==> config.mk <==
export PLATFORM = sky130hd
export DESIGN_NAME = bresenham_line_rasterizer
export DESIGN_NICKNAME = d
export VERILOG_FILES = /design/src/rtl/blr_pkg.sv /design/src/rtl/bresenham_line_rasterizer.sv
export SDC_FILE = /design/constraint.sdc
export NUM_CORES = 1
export LEC_CHECK = 0
export ABC_CLOCK_PERIOD_IN_PS = 11700
export BUFFER_PORTS_ARGS = -buffer_cell sky130_fd_sc_hd__buf_2
export CAP_MARGIN = 20
export CORE_MARGIN = 5
export CORE_UTILIZATION = 42
export CTS_BUF_LIST = sky130_fd_sc_hd__clkbuf_4
export DETAILED_ROUTE_END_ITERATION = 16
export REMOVE_ABC_BUFFERS = 1
export SYNTH_ARGS = -nofsm -noshare
export SYNTH_HDL_FRONTEND = slang
export SYNTH_SLANG_ARGS = --single-unit
==> constraint.sdc <==
create_clock -name i_clk -period 11.7 [get_ports i_clk]
set_input_delay 2.34 -clock i_clk [delete_from_list [all_inputs] [get_ports i_clk]]
set_output_delay 2.34 -clock i_clk [all_outputs]
set_load 0.01 [all_outputs]
==> src/rtl/blr_pkg.sv <==
// Shared widths, types and command codes of the line rasterizer.
package blr_pkg;

    localparam int COORD_BITS     = 11;
    localparam int SPAN_BITS      = COORD_BITS + 1;
    localparam int INC_SMALL_BITS = COORD_BITS + 2;
    localparam int ERR_BITS       = COORD_BITS + 3;
    localparam int IN_DATA_BITS   = ((4 * COORD_BITS + 7) / 8) * 8;
    localparam int OUT_DATA_BITS  = ((2 * COORD_BITS + 7) / 8) * 8;

    typedef logic signed [COORD_BITS-1:0] t_coord;
    typedef logic [SPAN_BITS-1:0]         t_span;

    localparam logic CMD_LOAD = 1'b0;
    localparam logic CMD_STEP = 1'b1;

endpackage

==> src/rtl/bresenham_line_rasterizer.sv <==
// Bresenham line rasterizer for all octants with a stream interface.
// A step that finds a line in progress registers its pixel in the output buffer.
// One command per cycle while o_s_tready is high; loads and steps go back to back.
// A two-entry output buffer keeps input ready registered while output stalls.
// Synchronous active-low reset clears the line state and empties the buffer.
module bresenham_line_rasterizer (
    input  logic                              i_clk,
    input  logic                              i_rst_n,
    input  logic                              i_s_tvalid,
    output logic                              o_s_tready,
    // x_start, y_start, x_end, y_end, zero fill
    input  logic [blr_pkg::IN_DATA_BITS-1:0]  i_s_tdata,
    // command
    input  logic                              i_s_tuser,
    output logic                              o_m_tvalid,
    input  logic                              i_m_tready,
    // pixel_x, pixel_y, zero fill
    output logic [blr_pkg::OUT_DATA_BITS-1:0] o_m_tdata,
    output logic                              o_m_tlast
);
    import blr_pkg::*;

    t_coord                    r_cur_x, r_cur_y, r_major_end;
    logic signed [ERR_BITS-1:0] r_err, r_inc_big;
    logic [INC_SMALL_BITS-1:0] r_inc_small;
    logic                      r_x_major, r_minor_neg, r_busy;

    t_coord                    n_cur_x, n_cur_y, n_major_end;
    logic signed [ERR_BITS-1:0] n_err, n_inc_big;
    logic [INC_SMALL_BITS-1:0] n_inc_small;
    logic                      n_x_major, n_minor_neg, n_busy;

    logic                      r_out_valid, r_skid_valid;
    t_coord                    r_out_x, r_out_y, r_skid_x, r_skid_y;
    logic                      r_out_last, r_skid_last;

    t_coord                    xs, ys, xe, ye, sx, sy, ex, ey;
    logic signed [SPAN_BITS-1:0] diff_x, diff_y;
    t_span                     dx, dy, dmaj, dmin;
    logic                      ld_x_major, ld_swap;
    logic                      accept, is_load, is_step, push, pop, last;
    t_coord                    minor_delta;

    assign xs = t_coord'(i_s_tdata[COORD_BITS-1:0]);
    assign ys = t_coord'(i_s_tdata[2*COORD_BITS-1:COORD_BITS]);
    assign xe = t_coord'(i_s_tdata[3*COORD_BITS-1:2*COORD_BITS]);
    assign ye = t_coord'(i_s_tdata[4*COORD_BITS-1:3*COORD_BITS]);

    assign diff_x = {xs[COORD_BITS-1], xs} - {xe[COORD_BITS-1], xe};
    assign diff_y = {ys[COORD_BITS-1], ys} - {ye[COORD_BITS-1], ye};
    assign dx = diff_x[SPAN_BITS-1] ? t_span'(-diff_x) : t_span'(diff_x);
    assign dy = diff_y[SPAN_BITS-1] ? t_span'(-diff_y) : t_span'(diff_y);
    assign ld_x_major = dx > dy;
    assign ld_swap = ld_x_major ? (xs > xe) : (ys > ye);
    assign sx = ld_swap ? xe : xs;
    assign sy = ld_swap ? ye : ys;
    assign ex = ld_swap ? xs : xe;
    assign ey = ld_swap ? ys : ye;
    assign dmaj = ld_x_major ? dx : dy;
    assign dmin = ld_x_major ? dy : dx;

    assign o_s_tready = !r_skid_valid;
    assign accept  = i_s_tvalid && o_s_tready;
    assign is_load = accept && (i_s_tuser == CMD_LOAD);
    assign is_step = accept && (i_s_tuser == CMD_STEP);
    assign push    = is_step && r_busy;
    assign pop     = r_out_valid && i_m_tready;
    assign last    = (r_x_major ? r_cur_x : r_cur_y) == r_major_end;
    assign minor_delta = r_minor_neg ? t_coord'(-1) : t_coord'(1);

    always_comb begin
        n_cur_x     = r_cur_x;
        n_cur_y     = r_cur_y;
        n_major_end = r_major_end;
        n_err       = r_err;
        n_inc_big   = r_inc_big;
        n_inc_small = r_inc_small;
        n_x_major   = r_x_major;
        n_minor_neg = r_minor_neg;
        n_busy      = r_busy;
        if (is_load) begin
            n_cur_x     = sx;
            n_cur_y     = sy;
            n_major_end = ld_x_major ? ex : ey;
            n_minor_neg = ld_x_major ? (ey < sy) : (ex < sx);
            n_x_major   = ld_x_major;
            n_inc_small = {dmin, 1'b0};
            n_err       = {1'b0, dmin, 1'b0} - {2'b00, dmaj};
            n_inc_big   = {1'b0, dmin, 1'b0} - {1'b0, dmaj, 1'b0};
            n_busy      = 1'b1;
        end else if (push) begin
            if (last) begin
                n_busy = 1'b0;
            end else begin
                if (r_err[ERR_BITS-1]) begin
                    n_err = r_err + {1'b0, r_inc_small};
                    if (r_x_major) begin
                        n_cur_x = r_cur_x + t_coord'(1);
                    end else begin
                        n_cur_y = r_cur_y + t_coord'(1);
                    end
                end else begin
                    n_err = r_err + r_inc_big;
                    if (r_x_major) begin
                        n_cur_x = r_cur_x + t_coord'(1);
                        n_cur_y = r_cur_y + minor_delta;
                    end else begin
                        n_cur_y = r_cur_y + t_coord'(1);
                        n_cur_x = r_cur_x + minor_delta;
                    end
                end
            end
        end
    end

    always_ff @(posedge i_clk) begin
        if (!i_rst_n) begin
            r_cur_x     <= '0;
            r_cur_y     <= '0;
            r_major_end <= '0;
            r_err       <= '0;
            r_inc_big   <= '0;
            r_inc_small <= '0;
            r_x_major   <= 1'b0;
            r_minor_neg <= 1'b0;
            r_busy      <= 1'b0;
        end else begin
            r_cur_x     <= n_cur_x;
            r_cur_y     <= n_cur_y;
            r_major_end <= n_major_end;
            r_err       <= n_err;
            r_inc_big   <= n_inc_big;
            r_inc_small <= n_inc_small;
            r_x_major   <= n_x_major;
            r_minor_neg <= n_minor_neg;
            r_busy      <= n_busy;
        end
    end

    always_ff @(posedge i_clk) begin
        if (!i_rst_n) begin
            r_out_valid  <= 1'b0;
            r_skid_valid <= 1'b0;
        end else if (pop) begin
            if (r_skid_valid) begin
                r_skid_valid <= 1'b0;
            end else begin
                r_out_valid <= push;
            end
        end else if (!r_out_valid) begin
            r_out_valid <= push;
        end else if (push) begin
            r_skid_valid <= 1'b1;
        end
    end

    always_ff @(posedge i_clk) begin
        if (pop && r_skid_valid) begin
            r_out_x    <= r_skid_x;
            r_out_y    <= r_skid_y;
            r_out_last <= r_skid_last;
        end else if (pop || !r_out_valid) begin
            r_out_x    <= r_cur_x;
            r_out_y    <= r_cur_y;
            r_out_last <= last;
        end
        if (!pop && r_out_valid && push) begin
            r_skid_x    <= r_cur_x;
            r_skid_y    <= r_cur_y;
            r_skid_last <= last;
        end
    end

    assign o_m_tvalid = r_out_valid;
    assign o_m_tdata  = OUT_DATA_BITS'({r_out_y, r_out_x});
    assign o_m_tlast  = r_out_last;

endmodule

# After elaboration in Yosys (flattened, before gate mapping)
# Cells that the tools add are included.
[classes]
addsub = 12
magnitude_cmp = 5
eq_ne = 5
mux = 41
n_bitwise = 2
n_reduce_logical = 21
[ops]
columns = ["operator", "count"]
rows = [
  ["11-bit 2-to-1 mux", 23],
  ["14-bit 2-to-1 mux", 4],
  ["12-bit 2-to-1 mux", 4],
  ["12-bit negator", 2],
  ["11-bit by 11-bit subtractor with 12-bit output", 2],
  ["11-bit adder", 2],
  ["11-bit by 2-bit adder with 11-bit output, second input constant", 2],
  ["11-bit greater-than comparator", 2],
  ["11-bit less-than comparator", 2],
  ["14-bit by 13-bit adder with 14-bit output", 1],
  ["14-bit adder", 1],
  ["13-bit by 12-bit subtractor with 14-bit output", 1],
  ["13-bit by 13-bit subtractor with 14-bit output", 1],
  ["12-bit greater-than comparator", 1],
  ["11-bit equality test", 1],
  ["1-bit 2-to-1 mux", 10],
  ["1-bit logical AND", 8],
  ["2-bit AND reduction", 3],
  ["3-bit AND reduction", 2],
  ["2-bit nonzero test", 3],
  ["2-bit != test, second input constant", 2],
  ["1-bit zero test", 3],
  ["3-bit by 1-bit != test with 1-bit output, second input constant", 1],
  ["3-bit by 2-bit != test with 1-bit output, second input constant", 1],
  ["other kinds (3)", 4],
]
[totals]
regBits = 124
inputBits = 53
output_inout_bits = 27
wordCells = 103

# Longest topological paths before layout
[depth]
depth_word = 8
ltp_mapped = 38
ltp_nobuf = 35

# Least setup slack after synthesis
# No wires, ideal clock.
[synth_timing]
path_type = "in2reg"
start = "input i_s_tdata[32] (netlist name)"
end = "register r_err[10]"
arrival_ns = 9.586
required_ns = 11.572
setup_slack_ns = 1.986
cell_stages = 33
n_path_buf = 6
path_cell_list = "inv_1 > ha_1 > buf_2 > or3b_2 > a211o_1 > o21a_1 > clkbuf_1 > nor2_1 > xor2_1 > inv_1 > ha_1 > nand2_1 > nor4_1 > nor3_1 > a31o_2 > o32a_4 > nor3_4 > buf_6 > buf_2 > buf_1 > clkbuf_1 > o21ai_0 > fa_1 > a21oi_1 > inv_1 > maj3_1 > o21ai_0 > mux2_2 > o21ai_2 > a31o_2 > a31oi_2 > xnor2_1 > o22ai_1"
[synth_between]
elab_chain_len = 7
elab_cells_between_ends = 8
classes_between = "3 x add/sub; 1 x order compare; 4 x mux"
[synth_rtl]
columns = ["element", "line_no", "rtl"]
rows = [
  ["start, declared", "bresenham_line_rasterizer.sv:12", "input logic [blr_pkg::IN_DATA_BITS-1:0] i_s_tdata,"],
  ["11-bit by 11-bit subtractor with 12-bit output *", "bresenham_line_rasterizer.sv:49", "assign diff_x = {xs[COORD_BITS-1], xs} - {xe[COORD_BITS-1], xe};"],
  ["12-bit negator", "bresenham_line_rasterizer.sv:51", "assign dx = diff_x[SPAN_BITS-1] ? t_span'(-diff_x) : t_span'(diff_x);"],
  ["12-bit 2-to-1 mux *", "bresenham_line_rasterizer.sv:51", ""],
  ["12-bit greater-than comparator", "bresenham_line_rasterizer.sv:53", "assign ld_x_major = dx > dy;"],
  ["12-bit 2-to-1 mux (on tied branches)", "bresenham_line_rasterizer.sv:60, bresenham_line_rasterizer.sv:59", ""],
  ["13-bit by 12-bit subtractor with 14-bit output *", "bresenham_line_rasterizer.sv:88", "n_err = {1'b0, dmin, 1'b0} - {2'b00, dmaj};"],
  ["14-bit 2-to-1 mux *", "bresenham_line_rasterizer.sv:81", "if (is_load) begin"],
  ["end signal, assigned", "bresenham_line_rasterizer.sv:131", "r_err <= n_err;"],
  ["end, declared", "bresenham_line_rasterizer.sv:24", "logic signed [ERR_BITS-1:0] r_err, r_inc_big;"],
]
# Every way passes the cells marked *; elsewhere a longest branch is shown, timed or not.
# A chain may end at the register's enable or synchronous reset.

# Worst setup path in the final report
[layout_timing]
start = "input i_s_tdata[32] (netlist name)"
end = "register r_err[12]"
# Same word-level chain as after synthesis.

==> metrics.yaml <==
critical_path_class: "in2reg"
post-route-drc-count: 0
hold_path_startpoint: "r_inc_small[4]"
cp_data_arrival_time_ps: 10090
synth_edf_count: 46
hold_class: "reg2reg"
power.leakage_nw: 5.376
slew_violations: 0
slowest_delay_ps: 650
hold_viol_final: 0
vias: 11490
grt_max_degree: 67
grt-ovfl-total: 0
ys.flop_type: "dfxtp_1"
start_kind: "input pin"
final_common_cell: "nand2_1"
r2r-start: "r_minor_neg"
gp_congestion: 0.9045
die_y_um: 179.7
ant_nets: 0
reg2reg_depth: 16
setup_viol: 0
end_kind: "flip-flop"
fin_worst_skew_ps: 22.16
cts_setup_buffers: 0
cts-root-buf: "clkbuf_4"
avgSynthCellArea_sq_um: 7.850
drt_first_pass_iters: 5
synthCells: 1541
worst-path-max-fanout: 29
r2r_slack_ps: 7490
antenna_found_initial: 1
syn_to_final_growth_pct: 8.244
cts_resized: 0
seq_area_frac_synth_pct: 24.00
whs_ps: 468.2
ctsHoldBuffers: 0
nets: 1725
clk_pin_slew_ps: 140
port_buffers: 73
whs_endpoint: "r_inc_small[4]"
cts_tree: "done"
cts_made_buffers: 17
synth_async_sr_flop_share_pct: 0
clk_latency_ps: 580
drive_above_1_share_pct: 12.79
synth_area_leader_cell: "dfxtp_1"
drt-initial-drc-count: 964
cp_common_cell: "inv_1"
die_x_um: 179.7
grt_usage_pct: 20.95
max_cap_violations: 0
outcome: "complete, no violations"
htreeDepth: 4
cts_sinks: 122
power_density_nw_per_um2: 216.6
slowest_stage: "a2111oi_0"
ys_seq_elements: 122
wirelength_um: 35130
nFillCells: 2932
critPathTopFamily: "compound AO/OA/AOI/OAI gates"
dpl.hpwl_um: 26140
syn-cell-area_sq_um: 12100
initial_core_util_pct: 42.37
cp_data_required_time_ps: 12180
synth_top_area_share_pct: 12.58
path_buf_inv: 5
tightest_slew_ps: 981.2
vdd_drop_max_mv: 0.1031
coreArea_sq_um: 28550
grt_pass1_vias: 10800
r2r_end: "r_cur_x[10]"
final.setup.tns_ps: 0
rsz0062_at_grt: "false"
worst_hold_path.num_cells: 2
slew_headroom_pct: 34.49
synth_cell_type_count: 96
layout_min_cycle_time_ps: 9607
die_area_sq_um: 32300
final_cell_mix: "nand2_1, a21oi_1, nor2_1"
grt_pass1_wl_um: 56330
num_rows: 62
synth_area_leaders: "dfxtp_1, edfxtp_1, ha_1, nand2_1, a21oi_1"
fin_crit_sh_pct: 82.12
clock_path_buffers: 2
drt-vias-per-instance: 5.818
fmax_mhz: 104.1
wl_per_cell_um: 17.79
boundaryPins: 80
yosys_warnings: 0
how the worst max path moves through the flow:
stage	end	start	cells past startpoint	slack, ps
after detailed placement	r_err[12]	i_s_tdata[32]	29	1740
after global placement	r_err[12]	i_s_tdata[32]	29	1700
after CTS	r_err[12]	i_s_tdata[32]	29	2310
after global routing	r_err[12]	i_s_tdata[32]	28	1650
final	r_err[12]	i_s_tdata[32]	29	2090
after floorplan	r_err[10]	i_s_tdata[32]	27	2200
state kept, by name (all words and copies together), names as in the netlist:
name and cells:
r_cur_y 11, r_skid_x 11, r_busy 1, r_out_y 11, r_inc_big 13, o_m_tvalid 1, r_inc_small 12, r_x_major 1
r_skid_valid 1, r_skid_last 1, r_major_end 11, r_out_x 11, r_cur_x 11, r_err 13, r_skid_y 11, o_m_tlast 1
r_minor_neg 1
cell type report:
| cell class | count | area [sq um] | area share [%] |
|---|---|---|---|
| Clock buffer | 18 | 135.1 | 1.032 |
| Timing Repair Buffer | 88 | 493.0 | 3.765 |
| Inverter | 94 | 352.8 | 2.695 |
| Tap cell | 384 | 480.5 | 3.669 |
| Clock inverter | 14 | 209.0 | 1.596 |
| Multi-Input combinational cell | 1251 | 8511 | 65.00 |
| Antenna cell | 4 | 10.01 | 0.07645 |
| Sequential cell | 122 | 2903 | 22.17 |
metrics by stage:
stage / utilization (%) / setup slack, ps / cell area [sq um] / cells / power (mW)
floorplan: - / 2199 / 11750 / 1467 / 1.980
finish: 45.87 / 2093 / 13090 / 1975 / 2.836
global placement: 44.50 / 1695 / 12700 / 1936 / 2.415
CTS: 45.75 / 2314 / 13060 / 1969 / 2.824
global route: 45.87 / 1647 / 13090 / 1975 / 3.073
detailed placement: 44.55 / 1742 / 12720 / 1937 / 2.437
worst min-delay path: stages, from the launching register on:
cell and delay (ps):
dfxtp_1 340, nand2_1 50, a21oi_1 50
report_power, final:
part	switching, mW	internal (mW)	total, mW
sequential	0.0668	0.508	0.575
clock	0.197	0.177	0.374
combinational	1.15	0.741	1.89
total	1.41	1.43	2.84
cell families after synthesis:
kind of cell	share of synthesized area [%]
flip-flops	24.00
buffers and inverters	5.792
multiplexers	5.265
AO/OA/AOI/OAI	26.97
XOR/XNOR	7.002
AND/OR/NAND/NOR	20.21
adder cells (fa/ha/maj)	10.74
other	0.03100
per-layer routing:
layer,global-route usage [%],part of all wire (%),vias up
li1,-,-,5698
met1,31.81,50,5442
met2,31.10,43,305
met3,3.112,5.5,45
met4,5.303,1.6,0
met5,0,0,-
synthesized netlist by cell type, drive strengths merged (28+ instances only):
| library cell | count |
|---|---|
| edfxtp | 46 |
| a311oi | 30 |
| o211ai | 33 |
| xnor2 | 64 |
| o21ai | 82 |
| mux2i | 28 |
| clkbuf | 41 |
| mux2 | 31 |
| xor2 | 31 |
| nand3 | 42 |
| inv | 93 |
| dfxtp | 76 |
| nor2 | 120 |
| ha | 91 |
| nand2 | 202 |
| buf | 34 |
| a21oi | 149 |
| a211oi | 39 |
Note: power is estimated with default switching activity, not from simulation.
